==> config.mk <==
export PLATFORM = sky130hd
export DESIGN_NAME = priority_task_scheduler_core
export DESIGN_NICKNAME = d
export VERILOG_FILES = /design/src/rtl/pts_pkg.sv /design/src/rtl/priority_task_scheduler_core.sv /design/src/rtl/pts_ram.sv /design/src/rtl/pts_eval.sv
export SDC_FILE = /design/constraint.sdc
export NUM_CORES = 2
export LEC_CHECK = 0
export CORE_ASPECT_RATIO = 0.9
export CORE_MARGIN = 2
export CORE_UTILIZATION = 50
export CTS_CLUSTER_DIAMETER = 120
export DETAILED_ROUTE_END_ITERATION = 10
export DONT_BUFFER_PORTS = 1
export PLACE_DENSITY = 0.72
export SYNTH_ARGS = -nofsm -noshare
export SYNTH_HDL_FRONTEND = slang
export SYNTH_HIERARCHICAL = 1
export SYNTH_SLANG_ARGS = --single-unit
==> constraint.sdc <==
create_clock -name clk -period 12.9 [get_ports clk]
set_input_delay 2.58 -clock clk [delete_from_list [all_inputs] [get_ports clk]]
set_output_delay 2.58 -clock clk [all_outputs]
set_load 0.02 [all_outputs]
==> src/rtl/pts_pkg.sv <==
// Package for the priority task scheduler: word types, operation, status and
// task state codes, and the record held per task slot.
// No dependencies.
package pts_pkg;

	localparam logic [2:0] OP_TICK    = 3'd0;
	localparam logic [2:0] OP_START   = 3'd1;
	localparam logic [2:0] OP_END     = 3'd2;
	localparam logic [2:0] OP_SLEEP   = 3'd3;
	localparam logic [2:0] OP_SUSPEND = 3'd4;
	localparam logic [2:0] OP_RESUME  = 3'd5;
	localparam logic [2:0] OP_YIELD   = 3'd6;

	localparam logic [1:0] STAT_OK       = 2'd0;
	localparam logic [1:0] STAT_REJECT   = 2'd1;
	localparam logic [1:0] STAT_UNLINKED = 2'd2;

	localparam logic [1:0] TS_READY     = 2'd0;
	localparam logic [1:0] TS_SLEEPING  = 2'd1;
	localparam logic [1:0] TS_SUSPENDED = 2'd2;

	typedef struct packed {
		logic [2:0]  operation;
		logic [3:0]  slot;
		logic [15:0] priority_req;
		logic [31:0] sleep_ticks;
	} pts_in_t;

	typedef struct packed {
		logic [3:0] running_slot;
		logic       switch_request;
		logic       none_ready;
		logic [1:0] status;
	} pts_out_t;

	// Per-slot record kept in the slot memory.
	typedef struct packed {
		logic [1:0]  tstate;
		logic [15:0] prio;
		logic [63:0] wake_time;
	} pts_entry_t;

	localparam pts_entry_t ENTRY_RESET = '{tstate: TS_SUSPENDED, prio: 16'd0, wake_time: 64'd0};

	// Verdict of the slot evaluation unit for one visited slot.
	typedef struct packed {
		logic wake;
		logic pick;
	} pts_eval_t;

endpackage

==> src/rtl/priority_task_scheduler_core.sv <==
// Top level of the priority task scheduler: operation sequencer, scheduling
// pass and output register. Depends on pts_pkg, pts_ram and pts_eval.
//
// The scheduler keeps TASK_SLOTS task slots and takes one operation word at a
// time on the input channel; every word gives exactly one result word. The
// per-slot records (state, priority, wake time) live in one RAM with a single
// read port, so a scheduling pass reads one slot per cycle, starting at the
// slot after the running one, and a shared evaluation unit judges each slot as
// its data arrives. An operation without a pass (such as start, resume, a rejected
// start, an end of an unlinked slot) goes from the operation state straight to
// the done state; one with a pass goes through the pass state first, which ends
// early in first-ready mode when a ready slot turns up. The input is not ready
// while an operation is in progress. A finished result sits in an output
// register, so the next word is accepted while it waits; a result that finds the
// register still full holds the block until the receiver takes the earlier word.
// Link flags and written flags are flip-flops cleared by reset, so no memory
// clearing pass is needed after reset. first_ready_mode is written through
// cfg_we/cfg_wdata.
module priority_task_scheduler_core #(
	parameter int TASK_SLOTS = 16
) (
	input  logic              clk,
	input  logic              arst_n,
	input  logic              in_valid,
	output logic              in_ready,
	input  pts_pkg::pts_in_t  in_data,
	output logic              out_valid,
	input  logic              out_ready,
	output pts_pkg::pts_out_t out_data,
	input  logic              cfg_we,
	input  logic              cfg_wdata
);
	import pts_pkg::*;

	localparam int SLOT_W = $clog2(TASK_SLOTS);
	localparam int CNT_W  = $clog2(TASK_SLOTS + 1);
	localparam logic [SLOT_W-1:0] LAST_SLOT  = SLOT_W'(TASK_SLOTS - 1);
	localparam logic [CNT_W-1:0]  SLOT_COUNT = CNT_W'(TASK_SLOTS);
	localparam logic [CNT_W-1:0]  LAST_COUNT = CNT_W'(TASK_SLOTS - 1);

	typedef enum logic [1:0] {S_IDLE, S_OP, S_PASS, S_DONE} state_t;

	// Slot index after a given one, wrapping at the last slot.
	function automatic logic [SLOT_W-1:0] next_slot(input logic [SLOT_W-1:0] idx);
		logic [SLOT_W-1:0] nxt;
		nxt = (idx == LAST_SLOT) ? '0 : idx + 1'b1;
		return nxt;
	endfunction

	state_t                state_q;
	logic                  mode_q;
	logic [63:0]           uptime_q;
	logic [SLOT_W-1:0]     cur_q;
	logic [TASK_SLOTS-1:0] linked_q;
	logic [TASK_SLOTS-1:0] written_q;
	pts_in_t               item_q;
	logic [SLOT_W-1:0]     rd_idx_q;
	logic [CNT_W-1:0]      iss_q;
	logic [CNT_W-1:0]      ev_cnt_q;
	logic                  ev_v_s1;
	logic [SLOT_W-1:0]     ev_idx_s1;
	logic [SLOT_W-1:0]     best_q;
	logic [15:0]           best_prio_q;
	logic                  found_q;
	logic                  res_sw_q;
	logic                  res_none_q;
	logic [1:0]            status_q;
	pts_out_t              out_q;
	logic                  out_valid_q;

	logic              slot_ok_in;
	logic [SLOT_W-1:0] sidx_in;
	logic              slot_ok;
	logic [SLOT_W-1:0] sidx;
	pts_entry_t        entry_raw;
	pts_entry_t        entry;
	logic [SLOT_W-1:0] rd_owner;
	pts_eval_t         verdict;

	logic       op_we;
	pts_entry_t op_wdata;
	logic       op_pass;
	logic [1:0] op_status;
	logic       link_set;
	logic       link_clr;

	logic              ram_we;
	logic [SLOT_W-1:0] ram_waddr;
	pts_entry_t        ram_wdata;
	logic [SLOT_W-1:0] ram_raddr;

	logic              issue;
	logic              pass_end;
	logic              found_now;
	logic [SLOT_W-1:0] best_now;
	logic              out_load;

	// A slot number at or above TASK_SLOTS addresses no slot; it maps to slot
	// zero and every operation on it is guarded by the range flag.
	assign slot_ok_in = 32'(in_data.slot) < 32'(TASK_SLOTS);
	assign sidx_in    = slot_ok_in ? SLOT_W'(in_data.slot) : '0;
	assign slot_ok    = 32'(item_q.slot) < 32'(TASK_SLOTS);
	assign sidx       = slot_ok ? SLOT_W'(item_q.slot) : '0;

	// The read data belongs to the operation's slot while the operation is
	// applied, and to the slot in the evaluation stage during a pass. A slot
	// never written since reset reads as its reset record.
	assign rd_owner = (state_q == S_PASS) ? ev_idx_s1 : sidx;
	assign entry    = written_q[rd_owner] ? entry_raw : ENTRY_RESET;

	pts_ram #(
		.WIDTH($bits(pts_entry_t)),
		.DEPTH(TASK_SLOTS)
	) u_slot_ram (
		.clk  (clk),
		.we   (ram_we),
		.waddr(ram_waddr),
		.wdata(ram_wdata),
		.raddr(ram_raddr),
		.rdata(entry_raw)
	);

	pts_eval u_eval (
		.entry    (entry),
		.linked   (linked_q[ev_idx_s1]),
		.uptime   (uptime_q),
		.best_prio(best_prio_q),
		.verdict  (verdict)
	);

	// Operation decode, applied in the cycle after the slot record is read.
	always_comb begin
		op_we     = 1'b0;
		op_wdata  = entry;
		op_pass   = 1'b0;
		op_status = STAT_OK;
		link_set  = 1'b0;
		link_clr  = 1'b0;
		case (item_q.operation)
			OP_TICK: begin
				op_pass = 1'b1;
			end
			OP_START: begin
				if (!slot_ok || (item_q.priority_req == 16'd0) || linked_q[sidx]) begin
					op_status = STAT_REJECT;
				end else begin
					op_we              = 1'b1;
					op_wdata.tstate    = TS_READY;
					op_wdata.prio      = item_q.priority_req;
					op_wdata.wake_time = 64'd0;
					link_set           = 1'b1;
				end
			end
			OP_END: begin
				if (!slot_ok || !linked_q[sidx]) begin
					op_status = STAT_UNLINKED;
				end else begin
					link_clr = 1'b1;
					op_pass  = 1'b1;
				end
			end
			OP_SLEEP: begin
				if (slot_ok) begin
					op_we              = 1'b1;
					op_wdata.tstate    = TS_SLEEPING;
					op_wdata.wake_time = uptime_q + {32'd0, item_q.sleep_ticks};
					op_pass            = 1'b1;
				end
			end
			OP_SUSPEND: begin
				if (slot_ok && (entry.tstate != TS_SUSPENDED)) begin
					op_we           = 1'b1;
					op_wdata.tstate = TS_SUSPENDED;
					op_pass         = 1'b1;
				end
			end
			OP_RESUME: begin
				if (slot_ok) begin
					op_we           = 1'b1;
					op_wdata.tstate = TS_READY;
				end
			end
			OP_YIELD: begin
				op_pass = 1'b1;
			end
			default: begin
				op_pass = 1'b0;
			end
		endcase
	end

	// Pass control: one read is issued per cycle until every slot has been
	// requested; the evaluation stage takes the read data in the cycle after
	// the read. In first-ready mode the pass ends at the first pick, so later
	// sleepers are left as they are.
	assign issue    = (state_q == S_PASS) && (iss_q != SLOT_COUNT);
	assign pass_end = (state_q == S_PASS) && ev_v_s1
		&& ((ev_cnt_q == LAST_COUNT) || (verdict.pick && mode_q));
	assign found_now = found_q || verdict.pick;
	assign best_now  = verdict.pick ? ev_idx_s1 : best_q;

	// The finished result moves into the output register once it is free or
	// being emptied at this edge.
	assign out_load = (state_q == S_DONE) && (!out_valid_q || out_ready);

	// Memory port selection. A waking slot is written back as ready; the
	// evaluation stage never touches the slot being read, since a pass
	// visits each slot once.
	always_comb begin
		if (state_q == S_PASS) begin
			ram_we    = ev_v_s1 && verdict.wake;
			ram_waddr = ev_idx_s1;
			ram_wdata = '{tstate: TS_READY, prio: entry.prio, wake_time: entry.wake_time};
		end else begin
			ram_we    = (state_q == S_OP) && op_we;
			ram_waddr = sidx;
			ram_wdata = op_wdata;
		end
		ram_raddr = (state_q == S_IDLE) ? sidx_in : rd_idx_q;
	end

	always_ff @(posedge clk or negedge arst_n) begin
		if (!arst_n) begin
			state_q     <= S_IDLE;
			mode_q      <= 1'b0;
			uptime_q    <= 64'd0;
			cur_q       <= '0;
			linked_q    <= '0;
			written_q   <= '0;
			ev_v_s1     <= 1'b0;
			out_valid_q <= 1'b0;
		end else begin
			if (cfg_we) begin
				mode_q <= cfg_wdata;
			end
			if (ram_we) begin
				written_q[ram_waddr] <= 1'b1;
			end
			if (out_load) begin
				out_valid_q <= 1'b1;
			end else if (out_valid_q && out_ready) begin
				out_valid_q <= 1'b0;
			end
			ev_v_s1   <= issue && !pass_end;
			ev_idx_s1 <= rd_idx_q;
			case (state_q)
				S_IDLE: begin
					if (in_valid) begin
						item_q  <= in_data;
						state_q <= S_OP;
					end
				end
				S_OP: begin
					status_q   <= op_status;
					res_sw_q   <= 1'b0;
					res_none_q <= 1'b0;
					if (link_set) begin
						linked_q[sidx] <= 1'b1;
					end
					if (link_clr) begin
						linked_q[sidx] <= 1'b0;
					end
					if (item_q.operation == OP_TICK) begin
						uptime_q <= uptime_q + 64'd1;
					end
					if (op_pass) begin
						rd_idx_q    <= next_slot(cur_q);
						iss_q       <= '0;
						ev_cnt_q    <= '0;
						best_prio_q <= 16'd0;
						found_q     <= 1'b0;
						state_q     <= S_PASS;
					end else begin
						state_q <= S_DONE;
					end
				end
				S_PASS: begin
					if (issue) begin
						rd_idx_q <= next_slot(rd_idx_q);
						iss_q    <= iss_q + 1'b1;
					end
					if (ev_v_s1) begin
						ev_cnt_q <= ev_cnt_q + 1'b1;
						if (verdict.pick) begin
							best_q      <= ev_idx_s1;
							best_prio_q <= entry.prio;
							found_q     <= 1'b1;
						end
					end
					if (pass_end) begin
						state_q <= S_DONE;
						if (found_now) begin
							cur_q      <= best_now;
							res_sw_q   <= (best_now != cur_q);
							res_none_q <= 1'b0;
						end else begin
							res_none_q <= 1'b1;
						end
					end
				end
				S_DONE: begin
					if (out_load) begin
						out_q.running_slot   <= 4'(cur_q);
						out_q.switch_request <= res_sw_q;
						out_q.none_ready     <= res_none_q;
						out_q.status         <= status_q;
						state_q              <= S_IDLE;
					end
				end
				default: begin
					state_q <= S_IDLE;
				end
			endcase
		end
	end

	assign in_ready  = (state_q == S_IDLE);
	assign out_valid = out_valid_q;
	assign out_data  = out_q;

	// The evaluation stage only carries a slot while a pass is running.
	assert property (@(posedge clk) disable iff (!arst_n)
		ev_v_s1 |-> (state_q == S_PASS))
		else $error("evaluation stage active outside a pass");

	// A pass never changes a slot record except to wake it.
	assert property (@(posedge clk) disable iff (!arst_n)
		(ram_we && (state_q == S_PASS)) |-> (ram_wdata.tstate == TS_READY))
		else $error("pass wrote a state other than ready");

	// A word reporting no ready slot never requests a switch.
	assert property (@(posedge clk) disable iff (!arst_n)
		out_valid_q |-> !(out_q.none_ready && out_q.switch_request))
		else $error("switch requested with no ready slot");

	// The running slot always addresses an existing slot.
	assert property (@(posedge clk) disable iff (!arst_n)
		32'(cur_q) < 32'(TASK_SLOTS))
		else $error("running slot out of range");

endmodule

==> src/rtl/pts_ram.sv <==
// Generic single-write, single-read RAM with registered read data.
// No dependencies.
module pts_ram #(
	parameter int WIDTH = 8,
	parameter int DEPTH = 16
) (
	input  logic                     clk,
	input  logic                     we,
	input  logic [$clog2(DEPTH)-1:0] waddr,
	input  logic [WIDTH-1:0]         wdata,
	input  logic [$clog2(DEPTH)-1:0] raddr,
	output logic [WIDTH-1:0]         rdata
);

	logic [WIDTH-1:0] mem [DEPTH];
	logic [WIDTH-1:0] rdata_q;

	always_ff @(posedge clk) begin
		if (we) begin
			mem[waddr] <= wdata;
		end
		rdata_q <= mem[raddr];
	end

	assign rdata = rdata_q;

endmodule

==> src/rtl/pts_eval.sv <==
// Slot evaluation unit: decides for one visited slot whether it wakes and
// whether it beats the best candidate so far. Depends on pts_pkg.
module pts_eval (
	input  pts_pkg::pts_entry_t entry,
	input  logic                linked,
	input  logic [63:0]         uptime,
	input  logic [15:0]         best_prio,
	output pts_pkg::pts_eval_t  verdict
);
	import pts_pkg::*;

	logic wake;
	logic ready;

	// A sleeping slot wakes once its wake time is not after uptime.
	assign wake  = linked && (entry.tstate == TS_SLEEPING) && (uptime >= entry.wake_time);
	assign ready = linked && ((entry.tstate == TS_READY) || wake);

	assign verdict.wake = wake;
	assign verdict.pick = ready && (entry.prio > best_prio);

endmodule

==> impl_results.md <==
* Status: complete, no violations
* Vias in the first global route at 34,604
* Initial antenna violation count at 5
* Simple-gate share of the synthesized area at 0.0528
* Layout area overhead at 10.8%
* Post-synthesis register bit count at 1,605
* PortBufs at 0
* Adder-cell share of the synthesized area at 0.0237
* CTS max path bufs at 3
* WP buf/inv at 5
* Hold WC Path Type: reg -> reg
* Postcts setup bufs at 0
* Clk root buf: clkbuf_16
* Yosys cell types at 87
* CP most frequent cell: buf_4
* Setup TNS Final at 0 ns
* Peak fanout along the critical path at 64
* P_leak at approximately 25 nW
* CTS Hold Bufs at 0
* Commonest cells after routing, fill and taps aside: 1,418 x edfxtp_1, 339 x mux4_2, 198 x nand2_1
* Number of cells on the worst hold path at 0
* Final Setup Violations at 0
* Core area at 131,000 um2
* First-pass GRT wire length at 224,000 um
* Ys flop type: edfxtp_1
* Post-CTS Resized at 0
* Ys async rst share at 0.0654
* Met1 WL at roughly 63,000 um
* Clk_lat worst skew at 0.78 ns
* Wire length on met3 at 13,000 um
* Met2 Wirelength at 69,100 um
* First-pass iteration count of the detailed router at 5
* Placed cell area at 67,700 um2
* Multi-input logic area at 17,800 um2
* Clk_skew at 0.0353 ns
* CP cell instances: inv_1 > ha_1 > buf_4 > mux2i_1 > mux4_2 > nand2_1 > o31a_2 > buf_4 > and2_1 > inv_1 > ha_1 > nand4_1 > a21oi_1 > a221o_1 > a2111oi_2 > o31a_1 > o31ai_1 > and3_1 > nand3_1 > o31ai_2 > a31o_4 > or3b_2 > nor2_4 > buf_4
* Share of cells above drive strength 1 at 0.183
* Wire per inst at 26.5 um
* Final HPWL from detailed placement at roughly 85,000 um
* FF-to-FF setup slack at between 3 and 4 ns
* Vias per cell at 6.25
* Syn_nets at 3,869
* Avg Cell Area, Syn at about 18 um2
* Slew Limit Fails at 0
* Slowest cell delay on critical path at around 0.93 ns
* Fmax at 103 MHz
* Critical path's slowest cell: o31ai_1
* Fin area at 72,900 um2
* Final worst-path cycle share at 0.749
* Die Ht at 348 um
* Hold_ws at 0.416 ns
* # nets final at just under 4,000
* GRT Total Usage at 0.221
* RSZ-0062 raised after global routing: no
* Largest family of logic cells by synthesized area: multiplexers
* Post-Syn Instances at around 3,700
* # fillers at 9,780
* Max Cap Viol at 0
* Critical path arrival at 10.05 ns
* Starting Density at 0.503
* Post-synth top area cell: edfxtp_1
* Dpl cells at 5,289
* Grt ovf at 0
* Min Tclk post-route at ~9.7 ns
* Final Hold Fails at 0
* Residual DRC at 0
* Worst EP required at roughly 13 ns
* Area fraction of the dominant cell type after synthesis at 0.647
* Xor and xnor area share after synthesis at 0.0133
* Actual slew at the worst max-slew pin at 1.33 ns
* Hold path start: status_q[0]
* FP Rows at ~130
* Setup crit end kind: flop
* Max layer used: met5
* Die area at 135,000 um2
* Io pins at 71
* Critical path's top delay family: compound AO/OA/AOI/OAI gates
* Antenna viol nets, final at 0
* DR iter-0 viols at between 4,000 and 5,000
* Syn Std Cell Area at ~66,000 um2
* Portion of netlist area occupied by mux cells at 0.123
* Vias post-DR at 34,880
* CTS Buf Count at 159
* VDD IR max at 0.000159 V
* CTS tree: done
* Ranking of synthesized cells by area: edfxtp_1 65%, mux4_2 12%, dfrtp_1 4.0%
* Routability congestion estimate at around 0.92
* Post-synth EDFFs at 1,418
* Path type of the worst setup path: reg -> reg
* Hold path endpoint: out_data[0]
* Compound-gate portion of the synthesized area at 0.0555
* Worst slew margin at 0.107
* Pin count of the biggest net entering global routing at 118
* Startpoint Class: flop
* Register Area at 46,800 um2
* Max H-tree Level at 4
* R2r startpoint: state_q[0]
* Finished Layout Cells at 5,585
* Number of warnings issued by yosys at 6
* Cell Pwr Density at 211 nW/um2
* Commonest non-fill, non-tap cell in the layout: edfxtp_1
* Final wirelength at between 100,000 and 150,000 um
* Register area share after synthesis at 0.712
* R2R Path End: u_slot_ram/mem[3][72]
* Worst r2r path cells at 24
* Total clock sinks at about 1,600
* Die width at around 390 um
* Clock-pin slew on the worst setup and hold paths at 0.06 ns
==> metrics by stage <==
stage	total power, mW	worst slack, ns	util
5_1_grt	16.0	2.56	0.557
6_report	15.4	3.24	0.557
3_3_place_gp	10.8	3.55	0.517
4_1_cts	15.5	3.32	0.557
3_5_place_dp	10.9	3.37	0.517
2_1_floorplan	9.75	1.80	-
==> layer usage <==
metal / track usage / vias up
met3: 0.0423 / 207
met4: 0.0560 / 4
met2: 0.344 / 1515
met5: 0 / -
met1: 0.324 / 18275
li1: - / 14879
==> state kept, by name (all words and copies together) (netlist names), 5 cells and up <==
name              flops
item_q               51
written_q            16
out_data              8
uptime_q             64
u_slot_ram/mem     1312
best_prio_q          16
ev_cnt_q              5
u_slot_ram/rdata     82
iss_q                 5
linked_q             16
==> where the power goes <==
| group | total (mW) | internal, mW | switching, mW |
|---|---|---|---|
| sequential | 6.82 | 6.65 | 0.175 |
| clock | 4.60 | 2.66 | 1.94 |
| combinational | 3.97 | 1.51 | 2.46 |
| total | 15.4 | 10.8 | 4.58 |
==> cell usage after synthesis, types with 28 or more instances <==
| cell type | instances |
|---|---|
| dfrtp_1 | 105 |
| xnor2_1 | 54 |
| a22oi_1 | 164 |
| a21o_1 | 45 |
| inv_1 | 115 |
| o21ai_0 | 32 |
| xor2_1 | 46 |
| mux4_2 | 339 |
| and2_1 | 91 |
| nand3_1 | 79 |
| nor2_1 | 104 |
| clkbuf_1 | 96 |
| a21oi_1 | 101 |
| ha_1 | 123 |
| nand2_1 | 198 |
| a22o_1 | 28 |
| and3_1 | 39 |
| edfxtp_1 | 1418 |
| dfxtp_1 | 82 |
| nand4_1 | 44 |
==> how the worst max path moves through the flow <==
stage                          start  slack [ns]  cells after the start               endpoint
after floorplan           state_q[0]        1.80                     24   u_slot_ram/mem[0][0]
after global placement    state_q[0]        3.55                     24  u_slot_ram/mem[3][57]
after detailed placement  state_q[0]        3.37                     24  u_slot_ram/mem[2][50]
after CTS                 state_q[0]        3.32                     24  u_slot_ram/mem[2][61]
after global routing      state_q[0]        2.56                     24  u_slot_ram/mem[3][61]
final                     state_q[0]        3.24                     24  u_slot_ram/mem[3][72]
==> cell type report <==
class	instances	area share
Antenna cell	1	0.0000343
Clock buffer	208	0.0593
Clock inverter	87	0.0126
Multi-Input combinational cell	1788	0.244
Sequential cell	1605	0.642
Tap cell	1728	0.0296
Timing Repair Buffer	53	0.00580
Inverter	115	0.00592
==> cell families after synthesis <==
kind of cell	count (synthesis)
flip-flops	1605
AND/OR/NAND/NOR	679
AO/OA/AOI/OAI	506
multiplexers	379
buffers and inverters	291
adder cells (fa/ha/maj)	124
XOR/XNOR	100
Note: power is estimated with default switching activity, not from simulation.
